[src/rtl/lbs_pkg.sv]
package lbs_pkg;

    localparam int MAX_BONES_DEF  = 64;
    localparam int FRAC_BITS_DEF  = 16;
    localparam int WORDS_PER_BONE = 12;
    localparam int TRANS_SLOT     = 9;

    localparam logic CMD_LOAD = 1'b0;
    localparam logic CMD_INFL = 1'b1;

    localparam logic [1:0] KIND_POS  = 2'd0;
    localparam logic [1:0] KIND_NORM = 2'd1;
    localparam logic [1:0] KIND_TAN  = 2'd2;
    localparam logic [1:0] KIND_RSV  = 2'd3;

    typedef struct packed {
        logic               command;
        logic [5:0]         bone_id;
        logic [3:0]         slot;
        logic signed [31:0] load_value;
        logic [16:0]        weight;
        logic [1:0]         vec_kind;
        logic signed [31:0] vec_x;
        logic signed [31:0] vec_y;
        logic signed [31:0] vec_z;
        logic               last_influence;
    } t_in_item;

    typedef struct packed {
        logic [1:0]         out_kind;
        logic signed [31:0] out_x;
        logic signed [31:0] out_y;
        logic signed [31:0] out_z;
        logic               saturated;
    } t_out_item;

    typedef struct packed {
        logic       latch;
        logic       rd_mat;
        logic       rd_trn;
        logic       mul;
        logic       add_term;
        logic       trn_add;
        logic       wmul;
        logic       acc_upd;
        logic       load_a;
        logic       pos_out;
        logic       zero_out;
        logic       scale;
        logic       sq;
        logic       sq_add;
        logic       sqrt_init;
        logic       sqrt_step;
        logic       div_init;
        logic       div_step;
        logic       div_store;
        logic       emit;
        logic [1:0] row;
        logic [1:0] col;
    } t_cmd;

    typedef struct packed {
        logic bone_ok;
        logic is_last;
        logic kind_pos;
        logic a_zero;
        logic scaled;
        logic out_free;
    } t_sts;

endpackage

[src/rtl/lbs_ctrl.sv]
module lbs_ctrl import lbs_pkg::*; #(
    parameter int FRAC_BITS = FRAC_BITS_DEF
) (
    input  logic i_clk,
    input  logic i_rst_n,
    input  logic i_in_valid,
    input  logic i_in_is_load,
    output logic o_in_ready,
    input  t_sts i_sts,
    output t_cmd o_cmd
);

    localparam int DIV_W = 30 + FRAC_BITS;
    localparam int CNT_W = $clog2(DIV_W + 1);

    localparam logic [4:0] ST_IDLE  = 5'd0;
    localparam logic [4:0] ST_CHECK = 5'd1;
    localparam logic [4:0] ST_RD    = 5'd2;
    localparam logic [4:0] ST_MUL   = 5'd3;
    localparam logic [4:0] ST_ADD   = 5'd4;
    localparam logic [4:0] ST_TRD   = 5'd5;
    localparam logic [4:0] ST_TADD  = 5'd6;
    localparam logic [4:0] ST_WMUL  = 5'd7;
    localparam logic [4:0] ST_ACC   = 5'd8;
    localparam logic [4:0] ST_LAST  = 5'd9;
    localparam logic [4:0] ST_KIND  = 5'd10;
    localparam logic [4:0] ST_SCALE = 5'd11;
    localparam logic [4:0] ST_SQ    = 5'd12;
    localparam logic [4:0] ST_SQA   = 5'd13;
    localparam logic [4:0] ST_RTI   = 5'd14;
    localparam logic [4:0] ST_SQRT  = 5'd15;
    localparam logic [4:0] ST_DINIT = 5'd16;
    localparam logic [4:0] ST_DIV   = 5'd17;
    localparam logic [4:0] ST_DSTO  = 5'd18;
    localparam logic [4:0] ST_EMIT  = 5'd19;

    logic [4:0]       r_state, n_state;
    logic [1:0]       r_row, n_row;
    logic [1:0]       r_col, n_col;
    logic [CNT_W-1:0] r_cnt, n_cnt;

    always_ff @(posedge i_clk) begin
        if (!i_rst_n) begin
            r_state <= ST_IDLE;
            r_row   <= '0;
            r_col   <= '0;
            r_cnt   <= '0;
        end else begin
            r_state <= n_state;
            r_row   <= n_row;
            r_col   <= n_col;
            r_cnt   <= n_cnt;
        end
    end

    assign o_in_ready = (r_state == ST_IDLE);

    always_comb begin
        n_state   = r_state;
        n_row     = r_row;
        n_col     = r_col;
        n_cnt     = r_cnt;
        o_cmd     = '0;
        o_cmd.row = r_row;
        o_cmd.col = r_col;
        case (r_state)
            ST_IDLE: begin
                if (i_in_valid) begin
                    o_cmd.latch = 1'b1;
                    if (!i_in_is_load) begin
                        n_state = ST_CHECK;
                    end
                end
            end
            ST_CHECK: begin
                n_row = '0;
                n_col = '0;
                n_state = i_sts.bone_ok ? ST_RD : ST_LAST;
            end
            ST_RD: begin
                o_cmd.rd_mat = 1'b1;
                n_state = ST_MUL;
            end
            ST_MUL: begin
                o_cmd.mul = 1'b1;
                n_state = ST_ADD;
            end
            ST_ADD: begin
                o_cmd.add_term = 1'b1;
                if (r_col == 2'd2) begin
                    n_col = '0;
                    n_state = ST_TRD;
                end else begin
                    n_col = r_col + 2'd1;
                    n_state = ST_RD;
                end
            end
            ST_TRD: begin
                o_cmd.rd_trn = 1'b1;
                n_state = ST_TADD;
            end
            ST_TADD: begin
                o_cmd.trn_add = 1'b1;
                n_state = ST_WMUL;
            end
            ST_WMUL: begin
                o_cmd.wmul = 1'b1;
                n_state = ST_ACC;
            end
            ST_ACC: begin
                o_cmd.acc_upd = 1'b1;
                if (r_row == 2'd2) begin
                    n_row = '0;
                    n_state = ST_LAST;
                end else begin
                    n_row = r_row + 2'd1;
                    n_state = ST_RD;
                end
            end
            ST_LAST: begin
                if (i_sts.is_last) begin
                    o_cmd.load_a = 1'b1;
                    n_state = ST_KIND;
                end else begin
                    n_state = ST_IDLE;
                end
            end
            ST_KIND: begin
                n_col = '0;
                if (i_sts.kind_pos) begin
                    o_cmd.pos_out = 1'b1;
                    n_state = ST_EMIT;
                end else if (i_sts.a_zero) begin
                    o_cmd.zero_out = 1'b1;
                    n_state = ST_EMIT;
                end else begin
                    n_state = ST_SCALE;
                end
            end
            ST_SCALE: begin
                o_cmd.scale = 1'b1;
                if (i_sts.scaled) begin
                    n_state = ST_SQ;
                end
            end
            ST_SQ: begin
                o_cmd.sq = 1'b1;
                n_state = ST_SQA;
            end
            ST_SQA: begin
                o_cmd.sq_add = 1'b1;
                if (r_col == 2'd2) begin
                    n_col = '0;
                    n_state = ST_RTI;
                end else begin
                    n_col = r_col + 2'd1;
                    n_state = ST_SQ;
                end
            end
            ST_RTI: begin
                o_cmd.sqrt_init = 1'b1;
                n_cnt = '0;
                n_state = ST_SQRT;
            end
            ST_SQRT: begin
                o_cmd.sqrt_step = 1'b1;
                if (r_cnt == CNT_W'(31)) begin
                    n_state = ST_DINIT;
                end else begin
                    n_cnt = r_cnt + 1'b1;
                end
            end
            ST_DINIT: begin
                o_cmd.div_init = 1'b1;
                n_cnt = '0;
                n_state = ST_DIV;
            end
            ST_DIV: begin
                o_cmd.div_step = 1'b1;
                if (r_cnt == CNT_W'(DIV_W - 1)) begin
                    n_state = ST_DSTO;
                end else begin
                    n_cnt = r_cnt + 1'b1;
                end
            end
            ST_DSTO: begin
                o_cmd.div_store = 1'b1;
                if (r_col == 2'd2) begin
                    n_col = '0;
                    n_state = ST_EMIT;
                end else begin
                    n_col = r_col + 2'd1;
                    n_state = ST_DINIT;
                end
            end
            ST_EMIT: begin
                if (i_sts.out_free) begin
                    o_cmd.emit = 1'b1;
                    n_state = ST_IDLE;
                end
            end
            default: begin
                n_state = ST_IDLE;
            end
        endcase
    end

endmodule

[config.mk]
export PLATFORM = sky130hd
export DESIGN_NAME = lbs_ctrl
export DESIGN_NICKNAME = d
export VERILOG_FILES = /design/src/rtl/lbs_pkg.sv /design/src/rtl/lbs_ctrl.sv
export SDC_FILE = /design/constraint.sdc
export NUM_CORES = 1
export LEC_CHECK = 0
export BUFFER_PORTS_ARGS = -buffer_cell sky130_fd_sc_hd__buf_2
export CAP_MARGIN = 10
export CORE_MARGIN = 2
export CORE_UTILIZATION = 23
export CTS_CLUSTER_DIAMETER = 120
export DETAILED_ROUTE_END_ITERATION = 16
export PLACE_DENSITY = 0.43
export RECOVER_POWER = 100
export REMOVE_ABC_BUFFERS = 1
export SETUP_SLACK_MARGIN = 0.15
export SLEW_MARGIN = 20
export SYNTH_ARGS = -nofsm -noshare
export SYNTH_HDL_FRONTEND = slang
export SYNTH_SLANG_ARGS = --single-unit
[constraint.sdc]
create_clock -name i_clk -period 2.7 [get_ports i_clk]
set_input_delay 0.405 -clock i_clk [delete_from_list [all_inputs] [get_ports i_clk]]
set_output_delay 0.405 -clock i_clk [all_outputs]
set_load 0.01 [all_outputs]
==> impl_metrics.json, run 1 <==
{
  "dp_hpwl_um": 2896,
  "hold_path.startpoint": "i_rst_n",
  "synth_ff_type": "dfxtp_1",
  "finalPower_uw": 686.4,
  "die-area_mm2": 0.006104,
  "cts.path.max_buffers": 2,
  "hold_viol": 0,
  "grt_max_degree": 21,
  "maxCapViolations": 0,
  "top_usage_layer": "met2",
  "crit_buf_inv": 2,
  "holdPathStages": 3,
  "ys_top_cells_by_count": "nor2_1, dfxtp_1, a21oi_1",
  "power_density_mw_per_mm2": 449.3,
  "seqCellArea_um2": 300.3,
  "via_count": 1375,
  "fin_area_mm2": 0.001528,
  "routed_via_density": 4.911,
  "multiInputGateArea_um2": 869.6,
  "ys_seq_area_share_pct": 23.76,
  "r2r_slack_ns": 0.38,
  "clock-root-buffer": "clkbuf_8",
  "clkPwrFrac_pct": 26.5,
  "async_reset_ff_share_pct": 0,
  "die_h_um": 78.13,
  "setup-violations-final": 0,
  "rows": 26,
  "synth_top_area_cell": "dfxtp_1",
  "fin_crit_ns": 2.339,
  "cts_hold_buf": 0,
  "finalCritPeriodShare_pct": 86.63,
  "reg2regPathDepth": 7,
  "tns_ns": 0,
  "max_stage_delay_ns": 0.63,
  "fin_skew_ns": 0.003681,
  "insertion_delay_ns": 0.24,
  "synth_top_area_share_pct": 23.76,
  "fillers": 622,
  "fin_util_pct": 29.35,
  "final_max_slew_viol_count": 0,
  "status": "completed",
  "cts_resized": 0,
  "grt_overflow_total": 0,
  "cp_max_fo": 17,
  "io_pins": 35,
  "worst_path_most_repeated_cell": "clkbuf_1",
  "gp_congestion": 0.7812,
  "ys_warn_count": 0,
  "cp-start-kind": "register",
  "synth_area_per_cell_um2": 7.180,
  "syn_inst": 176,
  "use_met2_pct": 19.74,
  "routed_wl_um": 3872,
  "switchingPower_uw": 249.1,
  "wl_per_cell_um": 13.83,
  "area_growth_pct": 20.89,
  "cts_num_sinks": 15,
  "drcViolationCount": 0,
  "worstPathCellList": "clkbuf_1 -> or3b_2 -> nor4_1 -> clkbuf_1",
  "maxSlewHeadroom_pct": 52.01,
  "drive_above_1_share_pct": 12.38,
  "setup_slack_ns": 0.3611,
  "die_w_um": 78.13,
  "numCtsBuffers": 3,
  "placed_area_mm2": 0.001529,
  "synth_area_mm2": 0.001264,
  "pwr-share-seq_pct": 36.6,
  "core_mm2": 0.005205,
  "cts_htree_levels": 1,
  "pre_cts_slack_ns": 0.5261,
  "crit_type": "register to output port",
  "rsz0062_at_grt": "false",
  "r2r_end": "r_cnt[5]$_SDFFE_PN0P_",
  "crit_arrival_ns": 1.93,
  "synth_edf_count": 0,
  "initial_core_util_pct": 24.28,
  "synth_area_leaders": "dfxtp_1, nor2_1, a21oi_1, nand3b_1, nand3_1",
  "diodes": 0,
  "ys_ff_latch": 15,
  "drt_first_pass_iters": 4,
  "use_met3_pct": 2.069,
  "antenna_found_initial": 0,
  "grt_use_met1_pct": 17.61,
  "power.internal_uw": 437.3,
  "cp_top_family": "simple AND/OR/NAND/NOR gates",
  "ir_worst_vdd_mv": 0.1593,
  "switching_share_pct": 36.29,
  "cts_setup_buffers": 0,
  "grt_pass1_wl_um": 6230,
  "fmax_ghz": 0.4275,
  "worst_pin_slew_ns": 0.7198,
  "grt_pass1_vias": 1254,
  "slowest_stage": "or3b_2",
  "synth.distinct_cells": 51,
  "leakage_nw": 0.5439,
  "grt.total_usage_pct": 12.63,
  "power_frac_comb_pct": 36.9,
  "nNetsFinal": 223,
  "hold_class": "primary input to register",
  "ant_nets": 0,
  "clkTransAtPathRegs_ns": 0.06,
  "drt_iter0_markers": 47,
  "io_buffers": 34,
  "hold_end": "r_state[4]$_SDFFE_PN0P_",
  "worstPathRequired_ns": 2.30,
  "critPathCaptureType": "output port",
  "synth.most_common_cell": "nor2_1",
  "cts_tree": "done",
  "reg2reg_from": "r_state[3]$_SDFFE_PN0P_"
}
-- through the flow --
stage / hold slack [ns] / instances
5_1_grt: 0.4627 / 280
6_report: 0.4392 / 280
3_5_place_dp: 0.4911 / 276
2_1_floorplan: 0.4557 / 163
3_3_place_gp: 0.4973 / 276
4_1_cts: 0.4292 / 280
-- cells by family (layout without fill, tap and decap cells) --
kind of cell    after synthesis  after routing  share of synthesized area, %
flops                        15             15                         23.76
fa+ha+maj                     2              2                         1.980
xor+xnor                      5              5                         3.465
mux                           5              5                         4.554
simple gates                 88             88                         37.13
buf+inv                      21             55                         7.129
compound gates               40             40                         21.98
-- power groups by stage --
stage / logic, mW / registers, mW / clock network (mW)
6_report: 0.253 / 0.251 / 0.182
5_1_grt: 0.279 / 0.253 / 0.200
4_1_cts: 0.261 / 0.251 / 0.190
3_5_place_dp: 0.260 / 0.255 / 0
3_3_place_gp: 0.265 / 0.256 / 0
2_1_floorplan: 0.153 / 0.271 / 0
-- placed cells by master, fill, tap and decap left out, types with 2 or more instances in the layout --
cell type and n:
mux2i_1 2, nand3b_1 5, nand3_1 7, buf_2 12, nand2b_1 5, clkbuf_8 3
nor4_1 4, dfxtp_1 15, inv_1 8, nor2_1 33, nor3b_1 2, xnor2_1 4
or3_1 4, a21o_1 3, nand2_1 6, nor2b_1 2, nor4b_1 2, clkbuf_1 27
o21ai_0 4, ha_1 2, and3_1 2, a32oi_1 2, o31ai_1 4, a211o_1 3
a21oi_1 10, mux2_2 2, buf_4 5, a22oi_1 3, nor3_1 7
-- how the worst max path moves through the flow --
stage	startpoint	endpoint	slack, ns	cells after the start
5_1_grt	r_state[3]$_SDFFE_PN0P_	r_cnt[5]$_SDFFE_PN0P_	0.23	7
2_1_floorplan	r_state[4]$_SDFFE_PN0P_	r_cnt[5]$_SDFFE_PN0P_	0.25	5
4_1_cts	r_state[4]$_SDFFE_PN0P_	r_cnt[5]$_SDFFE_PN0P_	0.50	5
6_report	r_state[2]$_SDFFE_PN0P_	o_cmd[13]	0.36	4
3_3_place_gp	r_state[4]$_SDFFE_PN0P_	r_cnt[5]$_SDFFE_PN0P_	0.53	5
3_5_place_dp	r_state[4]$_SDFFE_PN0P_	r_cnt[5]$_SDFFE_PN0P_	0.53	5
-- layout make-up --
cell class,instances,area share [%]
repair buffers,43,12.78
clock buffers,4,2.948
flip-flops and latches,15,19.66
multi-input cells,140,56.92
well taps,70,5.733
inverters,8,1.966
-- routing by layer --
metal  up-vias  share of wire, %
li1        713                 -
met1       632                52
met2        28                43
met3         2               3.8
met4         0               1.1
met5         -                 0
-- tightest hold or removal path, cell delays in order --
cell     delay, ns
buf_2         0.13
nand3_1       0.07
nor2_1        0.04
-- sequential cells by signal, indices dropped and copies added, names as in the netlist --
| name | cells |
|---|---|
| r_cnt | 6 |
| r_col | 2 |
| r_state | 5 |
| r_row | 2 |
(Power assumes the default switching activity.)
==> run 2, diff against run 1 <==
--- a/config.mk
+++ b/config.mk
@@ -5,7 +5,7 @@
 export SDC_FILE = /design/constraint.sdc
 export NUM_CORES = 1
 export LEC_CHECK = 0
-export BUFFER_PORTS_ARGS = -buffer_cell sky130_fd_sc_hd__buf_2
+export BUFFER_PORTS_ARGS = -buffer_cell sky130_fd_sc_hd__clkbuf_2
 export CAP_MARGIN = 10
 export CORE_MARGIN = 2
 export CORE_UTILIZATION = 23
@@ -15,6 +15,7 @@
 export RECOVER_POWER = 100
 export REMOVE_ABC_BUFFERS = 1
 export SETUP_SLACK_MARGIN = 0.15
+export SKIP_LAST_GASP = 1
 export SLEW_MARGIN = 20
 export SYNTH_ARGS = -nofsm -noshare
 export SYNTH_HDL_FRONTEND = slang
==> run 2 against run 1 <==
Fmax up 0.29%. Worst setup slack better by 0.0068 ns. Critical path depth unchanged. Count of clock-buffer cells in the layout unchanged.
==> impl_metrics.json, run 2 (same netlist as run 1, synthesis figures left out) <==
{
  "cts.path.max_buffers": 2,
  "hold_viol": 0,
  "cts_hold_buf": 0,
  "grt_pass1_vias": 1243,
  "hold_end": "r_state[4]$_SDFFE_PN0P_",
  "cp_max_fo": 17,
  "core_mm2": 0.005205,
  "r2r_slack_ns": 0.37,
  "r2r_end": "r_cnt[5]$_SDFFE_PN0P_",
  "max_stage_delay_ns": 0.62,
  "finalPower_uw": 697.9,
  "cp-start-kind": "register",
  "grt_pass1_wl_um": 6279,
  "die_w_um": 78.13,
  "via_count": 1361,
  "drive_above_1_share_pct": 12.38,
  "maxCapViolations": 0,
  "status": "completed",
  "worstPathCellList": "clkbuf_1 -> or3b_2 -> nor4_1 -> clkbuf_1",
  "antenna_found_initial": 0,
  "drt_iter0_markers": 79,
  "numCtsBuffers": 3,
  "cts_htree_levels": 1,
  "cts_setup_buffers": 0,
  "diodes": 0,
  "rsz0062_at_grt": "false",
  "gp_congestion": 0.7831,
  "largest_register_ffs": 6,
  "setup-violations-final": 0,
  "slowest_stage": "or3b_2",
  "maxSlewHeadroom_pct": 54.39,
  "reg_top3": "r_cnt: 6 flops, r_state: 5 flops",
  "placed_area_mm2": 0.001529,
  "crit_type": "register to output port",
  "ir_worst_vdd_mv": 0.1185,
  "grt.total_usage_pct": 12.59,
  "critPathCaptureType": "output port",
  "reg2reg_from": "r_state[3]$_SDFFE_PN0P_",
  "hold_class": "primary input to register",
  "fin_skew_ns": 0.001511,
  "cts_tree": "done",
  "finalCritPeriodShare_pct": 86.38,
  "regMostFlops": "r_cnt",
  "clock-root-buffer": "clkbuf_8",
  "fin_crit_ns": 2.332,
  "reg2regPathDepth": 7,
  "grt_max_degree": 21,
  "crit_arrival_ns": 1.93,
  "power_density_mw_per_mm2": 456.1,
  "routed_wl_um": 3889,
  "fin_util_pct": 29.40,
  "io_buffers": 34,
  "wl_per_cell_um": 13.89,
  "dp_hpwl_um": 2894,
  "cts_resized": 0,
  "tns_ns": 0,
  "nNetsFinal": 223,
  "worst_path_most_repeated_cell": "clkbuf_1",
  "insertion_delay_ns": 0.25,
  "final_max_slew_viol_count": 0,
  "die_h_um": 78.13,
  "routed_via_density": 4.861,
  "clkTransAtPathRegs_ns": 0.07,
  "leakage_nw": 0.5465,
  "grt_overflow_total": 0,
  "holdPathStages": 3,
  "cts_num_sinks": 15,
  "drcViolationCount": 0,
  "fin_area_mm2": 0.001530,
  "ant_nets": 0,
  "initial_core_util_pct": 24.28,
  "worst_pin_slew_ns": 0.6841,
  "worstPathRequired_ns": 2.30,
  "io_pins": 35,
  "rows": 26,
  "fillers": 614,
  "final_cell_mix": "nor2_1, clkbuf_1, dfxtp_1",
  "layout_commonest_cell": "nor2_1",
  "drt_first_pass_iters": 4,
  "die-area_mm2": 0.006104,
  "area_growth_pct": 21.09,
  "hold_path.startpoint": "i_rst_n",
  "fmax_ghz": 0.4288
}
-- run 2: cell types whose count changed in the layout (fill, tap and decap cells not counted), sizes merged --
cell / change
buf: -12
clkbuf: +12
-- run 2: how the worst max path moves through the flow --
stage	start	endpoint	slack [ns]	depth (start not counted)
after floorplan	r_state[4]$_SDFFE_PN0P_	r_cnt[5]$_SDFFE_PN0P_	0.25	5
after global placement	r_state[4]$_SDFFE_PN0P_	r_cnt[5]$_SDFFE_PN0P_	0.53	5
after detailed placement	r_state[4]$_SDFFE_PN0P_	r_cnt[5]$_SDFFE_PN0P_	0.50	5
after CTS	r_state[4]$_SDFFE_PN0P_	r_cnt[5]$_SDFFE_PN0P_	0.48	5
after global routing	r_state[3]$_SDFFE_PN0P_	r_cnt[5]$_SDFFE_PN0P_	0.18	7
final	r_state[2]$_SDFFE_PN0P_	o_cmd[13]	0.37	4
-- run 2: metrics by stage --
stage	hold slack (ns)	std cells	setup slack [ns]
final	0.4254	280	0.3679
after global routing	0.4372	280	0.1788
after CTS	0.4248	280	0.4800
after detailed placement	0.4978	276	0.4953
after global placement	0.4990	276	0.5255
after floorplan	0.4557	163	0.2502
-- run 2: where the power goes --
| part | internal [mW] | switching [mW] | leakage, nW | total [mW] |
|---|---|---|---|---|
| logic | 0.101 | 0.154 | 0.403 | 0.255 |
| registers | 0.233 | 0.0174 | 0.121 | 0.251 |
| clock network | 0.105 | 0.0872 | 0.0228 | 0.192 |
| total | 0.439 | 0.258 | 0.547 | 0.698 |
-- run 2: cell type report --
class / count / area [um2] / share of cell area, %
Clock buffer: 4 / 45.04 / 2.944
Inverter: 8 / 30.03 / 1.962
Tap cell: 70 / 87.58 / 5.724
Timing Repair Buffer: 43 / 193.9 / 12.67
Sequential cell: 15 / 300.3 / 19.62
Multi-Input combinational cell: 140 / 873.3 / 57.07
-- run 2: worst max-delay path, delay by kind of cell (launching register included) --
family	cells	cell delay [ns]
flip-flops	1	0.35
AND/OR/NAND/NOR	2	0.81
buffers and inverters	2	0.51
-- run 2: layer usage --
metal | global-route usage [%] | share of wire (%)
met1 | 18.15 | 51
met2 | 19.57 | 44
met3 | 1.264 | 3.7
met4 | 4.211 | 0.72
met5 | 0 | 0
